$ cat src/rtl/sws_pkg.sv
package sws_pkg;

    localparam int unsigned SEGMENT_BYTES = 1024;
    localparam int unsigned HEADER_BYTES  = 11;
    localparam int unsigned PAYLOAD_MAX   = SEGMENT_BYTES - HEADER_BYTES;

    localparam int unsigned ID_W      = 16;
    localparam int unsigned LEN_W     = 16;
    localparam int unsigned SENT_W    = 17;
    localparam int unsigned PAYLOAD_W = 10;
    localparam int unsigned SEGLEN_W  = 11;

    localparam logic [SENT_W-1:0] PAYLOAD_MAX_S  = SENT_W'(PAYLOAD_MAX);
    localparam logic [SENT_W-1:0] HEADER_BYTES_S = SENT_W'(HEADER_BYTES);

    typedef enum logic {
        MODE_START = 1'b0,
        MODE_ACK   = 1'b1
    } t_mode;

    typedef enum logic [1:0] {
        KIND_SEND      = 2'd0,
        KIND_WRONG_ACK = 2'd1,
        KIND_DONE      = 2'd2,
        KIND_REFUSED   = 2'd3
    } t_kind;

    typedef struct packed {
        t_mode             mode;
        logic [LEN_W-1:0]  message_length;
        logic [ID_W-1:0]   acked_segment;
    } t_item;

    typedef struct packed {
        t_kind                kind;
        logic [ID_W-1:0]      packet_number;
        logic [ID_W-1:0]      segment_number;
        logic [ID_W-1:0]      fragment_number;
        logic [LEN_W-1:0]     payload_offset;
        logic [PAYLOAD_W-1:0] payload_bytes;
        logic [SEGLEN_W-1:0]  segment_bytes;
        logic                 final_segment;
        logic                 fragmented;
    } t_result;

endpackage

$ cat src/rtl/stop_and_wait_segmenter.sv
// Sender side of a stop-and-wait link with segmentation. Every accepted input transaction,
// a start or an acknowledgement, yields exactly one result transaction: a segment
// descriptor, a wrong-acknowledgement report, a message-complete notice or a refusal.
// The block takes one transaction per clock cycle while its output side is not stalled;
// a transaction is registered in the input register on entry, evaluated combinationally
// against the protocol state and held in the result register, from which its result is
// presented and can be taken when the output side is not stalled.
// A stalled output holds one result while one further input transaction waits in the
// input register.
module stop_and_wait_segmenter
    import sws_pkg::*;
(
    input  logic                 i_clk,
    input  logic                 i_rst_n,
    input  logic                 i_in_valid,
    output logic                 o_in_ready,
    input  logic                 i_mode,
    input  logic [LEN_W-1:0]     i_message_length,
    input  logic [ID_W-1:0]      i_acked_segment,
    output logic                 o_out_valid,
    input  logic                 i_out_ready,
    output logic [1:0]           o_kind,
    output logic [ID_W-1:0]      o_packet_number,
    output logic [ID_W-1:0]      o_segment_number,
    output logic [ID_W-1:0]      o_fragment_number,
    output logic [LEN_W-1:0]     o_payload_offset,
    output logic [PAYLOAD_W-1:0] o_payload_bytes,
    output logic [SEGLEN_W-1:0]  o_segment_bytes,
    output logic                 o_final_segment,
    output logic                 o_fragmented
);

    t_item   in_item;
    t_item   held_item;
    logic    held_valid;
    logic    advance;
    t_result next_result;
    t_result out_result;

    assign in_item.mode           = t_mode'(i_mode);
    assign in_item.message_length = i_message_length;
    assign in_item.acked_segment  = i_acked_segment;

    assign advance = held_valid && (!o_out_valid || i_out_ready);

    sws_in_reg u_in_reg (
        .i_clk     (i_clk),
        .i_rst_n   (i_rst_n),
        .i_valid   (i_in_valid),
        .o_ready   (o_in_ready),
        .i_item    (in_item),
        .i_advance (advance),
        .o_valid   (held_valid),
        .o_item    (held_item)
    );

    sws_core u_core (
        .i_clk     (i_clk),
        .i_rst_n   (i_rst_n),
        .i_advance (advance),
        .i_item    (held_item),
        .o_result  (next_result)
    );

    sws_out_reg u_out_reg (
        .i_clk    (i_clk),
        .i_rst_n  (i_rst_n),
        .i_load   (advance),
        .i_result (next_result),
        .o_valid  (o_out_valid),
        .i_ready  (i_out_ready),
        .o_result (out_result)
    );

    assign o_kind            = out_result.kind;
    assign o_packet_number   = out_result.packet_number;
    assign o_segment_number  = out_result.segment_number;
    assign o_fragment_number = out_result.fragment_number;
    assign o_payload_offset  = out_result.payload_offset;
    assign o_payload_bytes   = out_result.payload_bytes;
    assign o_segment_bytes   = out_result.segment_bytes;
    assign o_final_segment   = out_result.final_segment;
    assign o_fragmented      = out_result.fragmented;

endmodule

$ cat src/rtl/sws_in_reg.sv
module sws_in_reg
    import sws_pkg::*;
(
    input  logic  i_clk,
    input  logic  i_rst_n,
    input  logic  i_valid,
    output logic  o_ready,
    input  t_item i_item,
    input  logic  i_advance,
    output logic  o_valid,
    output t_item o_item
);

    logic  r_valid;
    t_item r_item;

    assign o_ready = !r_valid || i_advance;

    always_ff @(posedge i_clk) begin
        if (!i_rst_n) begin
            r_valid <= 1'b0;
        end else if (i_valid && o_ready) begin
            r_valid <= 1'b1;
        end else if (i_advance) begin
            r_valid <= 1'b0;
        end
    end

    always_ff @(posedge i_clk) begin
        if (i_valid && o_ready) begin
            r_item <= i_item;
        end
    end

    assign o_valid = r_valid;
    assign o_item  = r_item;

endmodule

$ cat src/rtl/sws_core.sv
module sws_core
    import sws_pkg::*;
(
    input  logic    i_clk,
    input  logic    i_rst_n,
    input  logic    i_advance,
    input  t_item   i_item,
    output t_result o_result
);

    logic [ID_W-1:0]   r_next_segment_id, n_next_segment_id;
    logic [ID_W-1:0]   r_packet_counter,  n_packet_counter;
    logic [ID_W-1:0]   r_fragment_index,  n_fragment_index;
    logic [SENT_W-1:0] r_bytes_sent,      n_bytes_sent;
    logic [LEN_W-1:0]  r_total_length,    n_total_length;
    logic              r_split_flag,      n_split_flag;
    logic              r_awaiting_ack,    n_awaiting_ack;
    logic              r_on_last,         n_on_last;

    always_comb begin
        logic              do_emit;
        logic [SENT_W-1:0] total;
        logic [SENT_W-1:0] remaining;
        logic [SENT_W-1:0] size;
        logic [SENT_W-1:0] seg_len;
        logic              last;

        n_next_segment_id = r_next_segment_id;
        n_packet_counter  = r_packet_counter;
        n_fragment_index  = r_fragment_index;
        n_bytes_sent      = r_bytes_sent;
        n_total_length    = r_total_length;
        n_split_flag      = r_split_flag;
        n_awaiting_ack    = r_awaiting_ack;
        n_on_last         = r_on_last;
        o_result          = '0;
        o_result.kind     = KIND_REFUSED;
        do_emit           = 1'b0;

        unique case (i_item.mode)
            MODE_START: begin
                if (r_awaiting_ack) begin
                    o_result.kind = KIND_REFUSED;
                end else if (i_item.message_length == '0) begin
                    o_result.kind          = KIND_DONE;
                    o_result.packet_number = r_packet_counter;
                    n_packet_counter       = r_packet_counter + 1'b1;
                    n_awaiting_ack         = 1'b0;
                    n_on_last              = 1'b0;
                end else begin
                    n_total_length   = i_item.message_length;
                    n_bytes_sent     = '0;
                    n_fragment_index = '0;
                    n_split_flag     = SENT_W'(i_item.message_length) > PAYLOAD_MAX_S;
                    do_emit          = 1'b1;
                end
            end
            MODE_ACK: begin
                if (!r_awaiting_ack) begin
                    o_result.kind = KIND_REFUSED;
                end else if (i_item.acked_segment != r_next_segment_id) begin
                    o_result.kind           = KIND_WRONG_ACK;
                    o_result.packet_number  = r_packet_counter;
                    o_result.segment_number = r_next_segment_id;
                end else begin
                    n_next_segment_id = r_next_segment_id + 1'b1;
                    n_fragment_index  = r_fragment_index + 1'b1;
                    if (r_on_last) begin
                        n_bytes_sent           = '0;
                        o_result.kind          = KIND_DONE;
                        o_result.packet_number = r_packet_counter;
                        n_packet_counter       = r_packet_counter + 1'b1;
                        n_awaiting_ack         = 1'b0;
                        n_on_last              = 1'b0;
                    end else begin
                        n_bytes_sent = r_bytes_sent + PAYLOAD_MAX_S;
                        do_emit      = 1'b1;
                    end
                end
            end
            default: begin
                o_result.kind = KIND_REFUSED;
            end
        endcase

        total     = SENT_W'(n_total_length);
        remaining = (n_bytes_sent >= total) ? '0 : total - n_bytes_sent;
        last      = remaining <= PAYLOAD_MAX_S;
        size      = last ? remaining : PAYLOAD_MAX_S;
        seg_len   = size + HEADER_BYTES_S;

        if (do_emit) begin
            n_on_last                = last;
            n_awaiting_ack           = 1'b1;
            o_result.kind            = KIND_SEND;
            o_result.packet_number   = r_packet_counter;
            o_result.segment_number  = n_next_segment_id;
            o_result.fragment_number = n_fragment_index;
            o_result.payload_offset  = n_bytes_sent[LEN_W-1:0];
            o_result.payload_bytes   = size[PAYLOAD_W-1:0];
            o_result.segment_bytes   = seg_len[SEGLEN_W-1:0];
            o_result.final_segment   = last;
            o_result.fragmented      = n_split_flag;
        end
    end

    always_ff @(posedge i_clk) begin
        if (!i_rst_n) begin
            r_next_segment_id <= '0;
            r_packet_counter  <= '0;
            r_fragment_index  <= '0;
            r_bytes_sent      <= '0;
            r_total_length    <= '0;
            r_split_flag      <= 1'b0;
            r_awaiting_ack    <= 1'b0;
            r_on_last         <= 1'b0;
        end else if (i_advance) begin
            r_next_segment_id <= n_next_segment_id;
            r_packet_counter  <= n_packet_counter;
            r_fragment_index  <= n_fragment_index;
            r_bytes_sent      <= n_bytes_sent;
            r_total_length    <= n_total_length;
            r_split_flag      <= n_split_flag;
            r_awaiting_ack    <= n_awaiting_ack;
            r_on_last         <= n_on_last;
        end
    end

endmodule

$ cat src/rtl/sws_out_reg.sv
module sws_out_reg
    import sws_pkg::*;
(
    input  logic    i_clk,
    input  logic    i_rst_n,
    input  logic    i_load,
    input  t_result i_result,
    output logic    o_valid,
    input  logic    i_ready,
    output t_result o_result
);

    logic    r_valid;
    t_result r_result;

    always_ff @(posedge i_clk) begin
        if (!i_rst_n) begin
            r_valid <= 1'b0;
        end else if (i_load) begin
            r_valid <= 1'b1;
        end else if (i_ready) begin
            r_valid <= 1'b0;
        end
    end

    always_ff @(posedge i_clk) begin
        if (i_load) begin
            r_result <= i_result;
        end
    end

    assign o_valid  = r_valid;
    assign o_result = r_result;

endmodule
$ cat config.mk
export PLATFORM = sky130hd
export DESIGN_NAME = stop_and_wait_segmenter
export DESIGN_NICKNAME = d
export VERILOG_FILES = /design/src/rtl/sws_pkg.sv /design/src/rtl/stop_and_wait_segmenter.sv /design/src/rtl/sws_in_reg.sv /design/src/rtl/sws_core.sv /design/src/rtl/sws_out_reg.sv
export SDC_FILE = /design/constraint.sdc
export NUM_CORES = 1
export LEC_CHECK = 0
export BUFFER_PORTS_ARGS = -buffer_cell sky130_fd_sc_hd__buf_2
export CORE_UTILIZATION = 61
export CTS_BUF_LIST = sky130_fd_sc_hd__clkbuf_8
export DETAILED_ROUTE_END_ITERATION = 12
export PLACE_DENSITY = 0.85
export SLEW_MARGIN = 15
export SYNTH_ARGS = -nofsm -noshare
export SYNTH_HDL_FRONTEND = slang
export SYNTH_HIERARCHICAL = 1
export SYNTH_SLANG_ARGS = --single-unit
$ cat constraint.sdc
create_clock -name i_clk -period 10.25 [get_ports i_clk]
set_clock_uncertainty 0.1 [all_clocks]
set_input_delay 1.025 -clock i_clk [delete_from_list [all_inputs] [get_ports i_clk]]
set_output_delay 1.025 -clock i_clk [all_outputs]
set_load 0.02 [all_outputs]
# Word-level counts from Yosys, hierarchy flattened
# Cells that the tools add are included.
# W data, S select, Z words.
# classes
reduce_logical	11
n_mux	60
bitwise_logic	1
eq_ne	10
n_addsub	6
magnitude_cmp	3
# op_table
cell	n
$mux W16	18
$mux W17	8
$mux W87	1
$pmux W16 S2	2
$add A16 B1 Y16 const B	3
$pmux W18 S2	1
$pmux W17 S2	1
$mux W32	1
$mux W1	22
$mux W18	1
$add A17 B10 Y17 const B	1
$ge A17 B16 Y1	1
$le A17 B10 Y1 const B	1
$sub A16 B17 Y17	1
$gt A16 B10 Y1 const B	1
$logic_not A16 Y1	1
$ne A16 B16 Y1	1
$add A11 B4 Y11 const B	1
$mux W11	1
$ne A2 B1 Y1 const B	3
$ne A3 B1 Y1 const B	2
$ne A3 B3 Y1 const B	2
$pmux W1 S2	3
$reduce_and A6 Y1	1
8 further kinds	13
# word_totals
in_bits	37
reg_bits	208
output_inout_bits	91
elab_cells	113

# Depth between registers and ports, before layout
# Gate-level depths: netlist of the first run.
# logic_depth
word_depth	11
mapped_depth	34
mapped_depth_nobuf	30

# Hierarchy
# Netlist of the first run, hierarchy kept.
# modules_own_cells
module	n_inst	seq_area_each_um2	area_each_um2	cells_each
sws_core	1	1681.6	6695.2	978
sws_out_reg	1	2692.6	2713.9	92
sws_in_reg	1	1011.0	1048.5	38
stop_and_wait_segmenter	1	0.0	11.3	2

# Worst setup path after synthesis of the first run
# OpenSTA, ideal clock, no wires.
# synth_path
path_kind	input port to flip-flop
start	in i_out_ready
end	reg u_core.r_packet_counter[10]
arrival_ps	7356
required_time_ps	10080
setup_slack_ps	2723
setup_ps	70
cell_stages	10
path_buffers	2
cell_sequence	inv_1 -> a21boi_1 -> clkbuf_1 -> clkinv_1 -> a21oi_1 -> nand4_1 -> or2_2 -> clkbuf_1 -> or3_1 -> a21oi_1
# synth_between
elab_chain_len	3
# synth_lines
item	line_no	text
start: declaration	stop_and_wait_segmenter.sv:21	input logic i_out_ready,
$logic_or A1 B1 Y1	stop_and_wait_segmenter.sv:44	assign advance = held_valid && (!o_out_valid || i_out_ready);
$logic_and A1 B1 Y1	stop_and_wait_segmenter.sv:44	
via advance	stop_and_wait_segmenter.sv:36	logic advance;
$reduce_and A6 Y1 (no line)	n/a	
end signal: assignment	sws_core.sv:119	r_packet_counter <= n_packet_counter;
end: declaration	sws_core.sv:12	logic [ID_W-1:0] r_packet_counter, n_packet_counter;
# The timed path passes the listed nets, and every way through them passes these cells.
# A chain may end at the register's enable or synchronous reset.

# Final worst setup path of the first run
# layout_path
start	reg u_core.r_next_segment_id[13]
end	reg u_out_reg.r_result (netlist bit u_out_reg/o_result[12]), data pin
# layout_between
elab_chain_len	9
elab_cells_between_ends	13
classes_between	2 x add/sub; 2 x order compare; 1 x eq/ne; 8 x mux
# layout_lines
item	line_no	text
start: declaration	sws_core.sv:11	logic [ID_W-1:0] r_next_segment_id, n_next_segment_id;
start signal: assignment	sws_core.sv:118	r_next_segment_id <= n_next_segment_id;
$ne A16 B16 Y1 (*)	sws_core.sv:61	end else if (i_item.acked_segment != r_next_segment_id) begin
$mux W17	sws_core.sv:61	
$mux W17	sws_core.sv:59	if (!r_awaiting_ack) begin
$pmux W17 S2	sws_core.sv:40	unique case (i_item.mode)
$sub A16 B17 Y17 or $ge A17 B16 Y1 (tied branches)	sws_core.sv:87	remaining = (n_bytes_sent >= total) ? '0 : total - n_bytes_sent;
$mux W17	sws_core.sv:87	
$le A17 B10 Y1	sws_core.sv:88	last = remaining <= PAYLOAD_MAX_S;
$mux W11	sws_core.sv:89	size = last ? remaining : PAYLOAD_MAX_S;
$add A11 B4 Y11	sws_core.sv:90	seg_len = size + HEADER_BYTES_S;
end signal: assignment	sws_out_reg.sv:28	r_result <= i_result;
end: declaration	sws_out_reg.sv:14	t_result r_result;
# Every way passes the cells marked *; elsewhere a longest branch is shown, timed or not.

==> reports/results.txt, run 1 <==
Synth Area in XOR/XNOR -> 5.44%
deepest clock path buffer count -> 3
CTS tree -> built
Tmin final -> 7.62 ns
main combinational cell family by area after synthesis -> simple AND/OR/NAND/NOR gates
DR vias/cell -> 5.96
Leak -> 0.00450 uW
height of the die -> 133 um
Yosys top cell by area -> edfxtp_1
H-tree levels -> 2
Starting DRT DRC Count -> 871
row cnt -> 47
# diodes -> 0
critical setup path kind -> reg -> reg
Die Width -> 133 um
Post-Syn Area -> 10500 um2
final setup TNS -> 0 ns
post-DP HPWL -> 17000 um
RD Place Congestion -> 0.945
fin crit share -> 74.3%
I/O Buffers -> 127
total power -> 2070 uW
most common cell in the netlist -> nand2_1
Nets -> 1282
detail-routed net length per standard cell -> 17.0 um
P per Cell Area -> 173 nW/um2
CP max stage cell -> or4_4
mux cell area share after synthesis -> 0.777%
CP peak stage delay -> 0.57 ns
CTS sink count -> 208
Achievable Freq -> 0.131 GHz
clock root buffer master -> clkbuf_8
syn_nets -> 1169
die area -> 17700 um2
RSZ-0062 raised after global routing -> no
CP Capture Type -> register
worst hold margin -> 0.367 ns
hold crit path type -> reg -> reg
Core Area -> 16600 um2
# Max-Cap Violations -> 0
Synth top area share -> 35.0%
final WL -> 25100 um
Vias -> 8763
GR Overflow Total -> 0
final setup margin -> 2.63 ns
largest cells by area after synthesis -> edfxtp_1, dfxtp_1, nand2_1, nor2_1, xor2_1
Worst EP arrival -> 7.89 ns
top cells by count, synth -> nand2_1, nor2_1, edfxtp_1, dfxtp_1, o21ai_0
syn avg cell area -> 9.43 um2
DRC Markers -> 0
first-pass GRT wire length -> 40400 um
Clock Pin Slew Worst Setup and Hold Paths -> 0.06 ns
crit start category -> register
register area share after synthesis -> 51.4%
Clock Latency Late Sink -> 0.54 ns
max_slew headroom -> 25.0%
cts hold-fix bufs -> 0
Post-synth ARST share -> 0%
CTS buffer count -> 36
GRT Util Overall -> 28.7%
Fin. Hold Viols -> 0
post-synthesis cell type count -> 67
endpoints failing setup -> 0
status -> finished clean
dpl cells -> 1405
Setup WS pre-CTS -> 2.85 ns
CP max FO -> 11
Final ANT Viol Nets -> 0
initial core utilization -> 62.9%
number of global-route vias before repair -> 8127
#FFs+latches synth -> 208
final non-filler cell total -> 1470
Post-Synth Simple-Gate Area -> 21.5%
FF-to-FF setup slack -> 2.63 ns
yosys warns -> 6
drt first pass iters -> 6
measured slew at the worst slew-check pin -> 1.12 ns
Primary FF master, synth -> edfxtp_1
Synth Area in Compound Gates -> 14.7%
Post-CTS Setup Bufs -> 0
largest net degree at the start of global routing -> 171
Peak VDD IR -> 0.000158 V
critical path required time -> 10.52 ns
# IOs -> 128
layout cells sized above 1 -> 16.8%
Mapped Cells -> 1110
Fillers -> 1252
Post-synth EDFFs -> 122
initial antenna violation count -> 0
post-cts resize count -> 0
area grow syn2layout -> 14.4%
Final Slew Violations -> 0
Post-Synth Adder-Cell Area -> 2.80%
## routing by layer
metal,GRT usage [%],vias to the layer above,wire length (um)
met2,46.1,401,11900
met4,13.5,0,825
li1,-,4214,-
met5,0,-,0
met3,4.94,73,1960
met1,37.7,4075,10400
## path summary, 6_finish.rpt
| kind | from | endpoint | depth (start not counted) |
|---|---|---|---|
| worst max register to register | u_core/r_next_segment_id[13]$_SDFFE_PN0P_ | u_out_reg/o_result[12]$_DFFE_PP_ | 28 |
| worst max-delay path | u_core/r_next_segment_id[13]$_SDFFE_PN0P_ | u_out_reg/o_result[12]$_DFFE_PP_ | 28 |
| worst min-delay path | u_core/r_total_length[14]$_SDFFE_PN0P_ | u_core/r_total_length[14]$_SDFFE_PN0P_ | 2 |
| worst min register to register | u_core/r_total_length[14]$_SDFFE_PN0P_ | u_core/r_total_length[14]$_SDFFE_PN0P_ | 2 |
## cell type report
type | instances | area (um2) | area share [%]
inverters | 24 | 90.1 | 0.752
clock buffers | 45 | 619 | 5.17
clock inverters | 20 | 143 | 1.19
multi-input cells | 818 | 4750 | 39.7
flip-flops and latches | 208 | 5390 | 45.0
repair buffers | 135 | 708 | 5.91
well taps | 220 | 275 | 2.30
## cells by family (layout without fill, tap and decap cells)
group	count (synthesis)	after routing
AO/OA/AOI/OAI	242	242
XOR/XNOR	65	65
adder cells (fa/ha/maj)	23	23
buffers and inverters	84	224
flip-flops	208	208
multiplexers	8	8
AND/OR/NAND/NOR	480	480
## metrics by stage
| stage | util (%) | area [um2] |
|---|---|---|
| 2_1_floorplan | - | 10500 |
| 3_3_place_gp | 67.4 | 11200 |
| 3_5_place_dp | 67.4 | 11200 |
| 4_1_cts | 71.9 | 12000 |
| 5_1_grt | 71.9 | 12000 |
| 6_report | 71.9 | 12000 |
## where the power goes
group	switching, uW	total [uW]	internal [uW]
sequential	21.8	954	932
combinational	223	340	117
clock	333	781	447
total	578	2070	1500
## state kept, by name, indices dropped and copies added (netlist names), 16 cells and up
name	count
u_core/r_bytes_sent	17
u_core/r_fragment_index	16
u_core/r_next_segment_id	16
u_core/r_packet_counter	16
u_core/r_total_length	16
u_in_reg/o_item	33
u_out_reg/o_result	89
## worst max-delay path, delay by kind of cell, from the launching register on
family / cells / cell delay (ns)
fa+ha+maj: 2 / 0.61
simple gates: 15 / 3.91
xor+xnor: 1 / 0.13
buf+inv: 1 / 0.16
compound gates: 9 / 2.01
flops: 1 / 0.51
## cell usage in the layout (no fill, tap or decap), types with 13 or more instances in the layout
master / n
a21oi_1: 63
nor2_1: 139
ha_1: 21
o21a_1: 18
and2_1: 26
buf_2: 127
o31ai_1: 17
a211oi_1: 20
xor2_1: 38
nor4_1: 13
nor3_1: 24
o21ai_0: 66
inv_1: 27
edfxtp_1: 122
dfxtp_1: 86
nand3_1: 49
xnor2_1: 27
nand4_1: 18
clkbuf_8: 45
nand2_1: 150
(Power assumes the default switching activity.)
==> run 2, diff against run 1 <==
clock period = 7.9 ns   (was 10.25 ns; I/O delays follow)
==> reports/results.txt, run 2 (same netlist as run 1, synthesis figures left out) <==
status -> finished clean
Clock Pin Slew Worst Setup and Hold Paths -> 0.06 ns
Flop pwr share -> 47.7%
RD Place Congestion -> 0.924
most frequent cells in the layout -> nand2_1, nor2_1, buf_2
Non-Filler Cell Area, Final -> 11900 um2
RSZ-0062 raised after global routing -> no
total power -> 2590 uW
P_int -> 1860 uW
largest net degree at the start of global routing -> 170
H-tree levels -> 2
CTS sink count -> 208
worst hold margin -> 0.343 ns
critical path required time -> 8.15 ns
Worst EP arrival -> 7.74 ns
Met2 Wirelength -> 12000 um
final WL -> 24900 um
hold crit path type -> in -> reg
CP max stage cell -> or4_4
layout cells sized above 1 -> 16.3%
Die Width -> 133 um
Starting DRT DRC Count -> 805
Tmin final -> 7.49 ns
Final Slew Violations -> 0
Fin. Hold Viols -> 0
cts hold-fix bufs -> 0
CP peak stage delay -> 0.58 ns
final setup TNS -> 0 ns
Worst R2R End -> u_out_reg/o_result[12]$_DFFE_PP_
Fillers -> 1256
WHS Endpoint -> u_in_reg/o_item[10]$_DFFE_PP_
GRT Util Overall -> 28.4%
first-pass GRT wire length -> 40300 um
top sig layer -> met4
initial antenna violation count -> 0
Nets -> 1283
row cnt -> 47
fin crit share -> 94.8%
CTS buffer count -> 34
commonest non-fill, non-tap cell in the layout -> nand2_1
Peak VDD IR -> 0.000189 V
# diodes -> 0
DRC Markers -> 0
I/O Buffers -> 127
hold path cells -> 1
endpoints failing setup -> 0
area grow syn2layout -> 13.7%
Comb pwr share -> 17.2%
initial core utilization -> 62.9%
max_slew headroom -> 27.1%
switching power share of the total -> 28.2%
dpl cell area -> 11200 um2
Psw -> 732 uW
Core Area -> 16600 um2
drt first pass iters -> 7
Clock power frac -> 35.2%
# IOs -> 128
hold_sp -> i_acked_segment[10]
CP max FO -> 11
Leak -> 0.00452 uW
DR vias/cell -> 5.96
post-layout util -> 71.5%
number of global-route vias before repair -> 8254
clock root buffer master -> clkbuf_8
critical setup path kind -> reg -> reg
FF-to-FF setup slack -> 0.41 ns
crit start category -> register
CP Capture Type -> register
metal3 WL -> 1860 um
deepest clock path buffer count -> 3
Final ANT Viol Nets -> 0
P per Cell Area -> 218 nW/um2
die area -> 17700 um2
Reg2Reg Depth -> 29
max FFs per register -> 89
detail-routed net length per standard cell -> 17.0 um
Metal-1 WL -> 10300 um
Vias -> 8758
GR Overflow Total -> 0
post-DP HPWL -> 17100 um
r2r startpoint -> u_core/r_next_segment_id[0]$_SDFFE_PN0P_
Clock Latency Late Sink -> 0.52 ns
measured slew at the worst slew-check pin -> 1.09 ns
# Max-Cap Violations -> 0
height of the die -> 133 um
CTS tree -> built
Post-CTS Setup Bufs -> 0
Achievable Freq -> 0.134 GHz
post-cts resize count -> 0
-- run 2: worst max-delay path, delay by kind of cell, from the launching register on --
family	cells	cell delay, ns
flip-flops	1	0.48
AND/OR/NAND/NOR	15	3.76
AO/OA/AOI/OAI	9	1.99
buffers and inverters	2	0.27
XOR/XNOR	1	0.12
adder cells (fa/ha/maj)	2	0.60
-- run 2: worst max path at each step --
stage,to,slack [ns],cells after the start,startpoint
floorplan,u_core/r_packet_counter[10]$_SDFFE_PN0P_,0.61,10,i_out_ready
global placement,u_out_reg/o_result[12]$_DFFE_PP_,1.03,29,u_core/r_next_segment_id[6]$_SDFFE_PN0P_
detailed placement,u_out_reg/o_result[12]$_DFFE_PP_,0.65,29,u_core/r_next_segment_id[0]$_SDFFE_PN0P_
CTS,u_out_reg/o_result[12]$_DFFE_PP_,0.61,29,u_core/r_next_segment_id[0]$_SDFFE_PN0P_
global route,u_out_reg/o_result[12]$_DFFE_PP_,0.009,29,u_core/r_next_segment_id[0]$_SDFFE_PN0P_
finish,u_out_reg/o_result[12]$_DFFE_PP_,0.41,29,u_core/r_next_segment_id[0]$_SDFFE_PN0P_
-- run 2: power by group through the flow --
stage | Sequential (uW) | Clock [uW] | Combinational, uW
2_1_floorplan | 1300 | 0 | 285
3_3_place_gp | 1260 | 0 | 426
3_5_place_dp | 1260 | 0 | 435
4_1_cts | 1240 | 931 | 437
5_1_grt | 1240 | 975 | 484
6_report | 1240 | 912 | 445
-- run 2: area by class of cell --
class                   instances  area (um2)  area share, %
well taps                     220         275           2.31
repair buffers                138         731           6.14
inverters                      24        90.1          0.757
clock inverters                24         156           1.31
multi-input cells             818        4760           40.0
flip-flops and latches        208        5390           45.2
clock buffers                  37         509           4.28
-- run 2: per-layer routing --
layer  global-route usage, %  vias up
met1                    37.0     4107
met2                    47.7      380
met3                    4.94       60
li1                        -     4211
met4                    10.3        0
met5                       0        -
-- run 2: per-stage QoR --
step,cells,worst slack (ns)
after floorplan,1110,0.608
after global placement,1408,1.03
after detailed placement,1408,0.649
after CTS,1469,0.610
after global routing,1469,0.00882
final,1469,0.411
==> run 3, diff against run 2 <==
CORE_UTILIZATION = 40   (was 61)
PLACE_DENSITY = 0.6   (was 0.85)
==> reports/results.txt, run 3 (same netlist as run 1, synthesis figures left out) <==
max FFs per register -> 89
CTS tree -> built
critical path required time -> 8.15 ns
initial core utilization -> 41.2%
P_int -> 1880 uW
Comb pwr share -> 16.8%
clock root buffer master -> clkbuf_8
CTS sink count -> 208
Flop pwr share -> 47.0%
Psw -> 757 uW
most frequent cells in the layout -> nand2_1, nor2_1, buf_2
# IOs -> 128
switching power share of the total -> 28.7%
CP max FO -> 11
Peak VDD IR -> 0.000128 V
H-tree levels -> 2
detail-routed net length per standard cell -> 16.3 um
crit start category -> register
Worst path most repeated cell -> nor2_1
Final Slew Violations -> 0
DR vias/cell -> 5.31
DRC Markers -> 0
CP max stage cell -> nor4b_1
Core Area -> 25400 um2
max_slew headroom -> 31.7%
Clock Latency Late Sink -> 0.53 ns
measured slew at the worst slew-check pin -> 0.996 ns
first-pass GRT wire length -> 41200 um
CP peak stage delay -> 0.68 ns
Nets -> 1289
row cnt -> 58
Worst EP arrival -> 7.67 ns
GR Overflow Total -> 0
status -> finished clean
die area -> 26800 um2
# Max-Cap Violations -> 0
critical setup path kind -> reg -> reg
Die Width -> 164 um
final WL -> 25900 um
Fin. Hold Viols -> 0
Top Family by Delay on Critical Path -> simple AND/OR/NAND/NOR gates
Starting DRT DRC Count -> 696
CTS buffer count -> 37
height of the die -> 164 um
drt first pass iters -> 5
P per Cell Area -> 217 nW/um2
initial antenna violation count -> 0
area grow syn2layout -> 15.8%
Final ANT Viol Nets -> 0
deepest clock path buffer count -> 3
Tmin final -> 7.41 ns
I/O Buffers -> 127
dpl cell area -> 11400 um2
fin crit share -> 93.9%
commonest non-fill, non-tap cell in the layout -> nand2_1
layout cells sized above 1 -> 17.2%
GRT Util Overall -> 19.5%
RD Place Congestion -> 0.863
number of global-route vias before repair -> 7774
Clock power frac -> 36.2%
hold crit path type -> in -> reg
Leak -> 0.00454 uW
Clock Pin Slew Worst Setup and Hold Paths -> 0.06 ns
Non-Filler Cell Area, Final -> 12100 um2
Achievable Freq -> 0.135 GHz
total power -> 2630 uW
CP Capture Type -> register
largest net degree at the start of global routing -> 170
post-DP HPWL -> 18000 um
Worst Path Buf+Inv -> 4
Vias -> 8433
endpoints failing setup -> 0
run 3: cell types whose count changed in the layout (fill, tap and decap cells not counted), sizes merged:
cell / delta
buf: +3
clkinv: +9
bufinv: -1
diode: +1
inv: -6
clkbuf: +4
run 3: what timing repair did:
action	4_1_cts	5_1_grt
endpoints found under the setup margin	0	1
resized for setup	0	2
buffers inserted	0	0
hold buffers	0	0
run 3: layer usage:
metal / vias to the layer above / track usage (%) / wire length, um
met5: - / 0 / 0
met4: 0 / 6.19 / 515
met3: 33 / 3.21 / 1350
met2: 213 / 31.4 / 12000
met1: 3955 / 26.6 / 12000
li1: 4232 / - / -
run 3: through the flow:
step	hold WS [ns]	TNS (ns)	instances	util [%]	setup slack, ns
2_1_floorplan	0.346	0	1110	-	0.608
3_3_place_gp	0.352	0	1521	44.9	0.815
3_5_place_dp	0.358	0	1521	44.9	0.638
4_1_cts	0.305	0	1588	47.7	0.599
5_1_grt	0.309	-0.0105	1588	47.7	-0.0105
6_report	0.336	0	1589	47.7	0.485
run 3: power by group through the flow:
| stage | logic (uW) | clock network (uW) | registers (uW) |
|---|---|---|---|
| floorplan | 285 | 0 | 1300 |
| global placement | 440 | 0 | 1260 |
| detailed placement | 440 | 0 | 1260 |
| CTS | 443 | 983 | 1240 |
| global route | 487 | 1030 | 1240 |
| finish | 444 | 953 | 1240 |
run 3: final cells by class:
cell class	count	area, um2
inverters	24	90.1
clock inverters	26	141
flip-flops and latches	208	5390
well taps	330	413
fillers	2474	13300
diodes	1	2.50
multi-input cells	818	4770
repair buffers	141	753
clock buffers	41	564
run 3: path summary, 6_finish.rpt:
| path | to | startpoint | slack, ns | cells past startpoint |
|---|---|---|---|---|
| worst min-delay path | u_in_reg/o_item[16]$_DFFE_PP_ | i_message_length[0] | 0.34 | 1 |
| worst min register to register | u_core/r_total_length[12]$_SDFFE_PN0P_ | u_core/r_total_length[12]$_SDFFE_PN0P_ | 0.36 | 2 |
| worst max register to register | u_out_reg/o_result[12]$_DFFE_PP_ | u_core/r_next_segment_id[6]$_SDFFE_PN0P_ | 0.49 | 32 |
| worst max-delay path | u_out_reg/o_result[12]$_DFFE_PP_ | u_core/r_next_segment_id[6]$_SDFFE_PN0P_ | 0.49 | 32 |
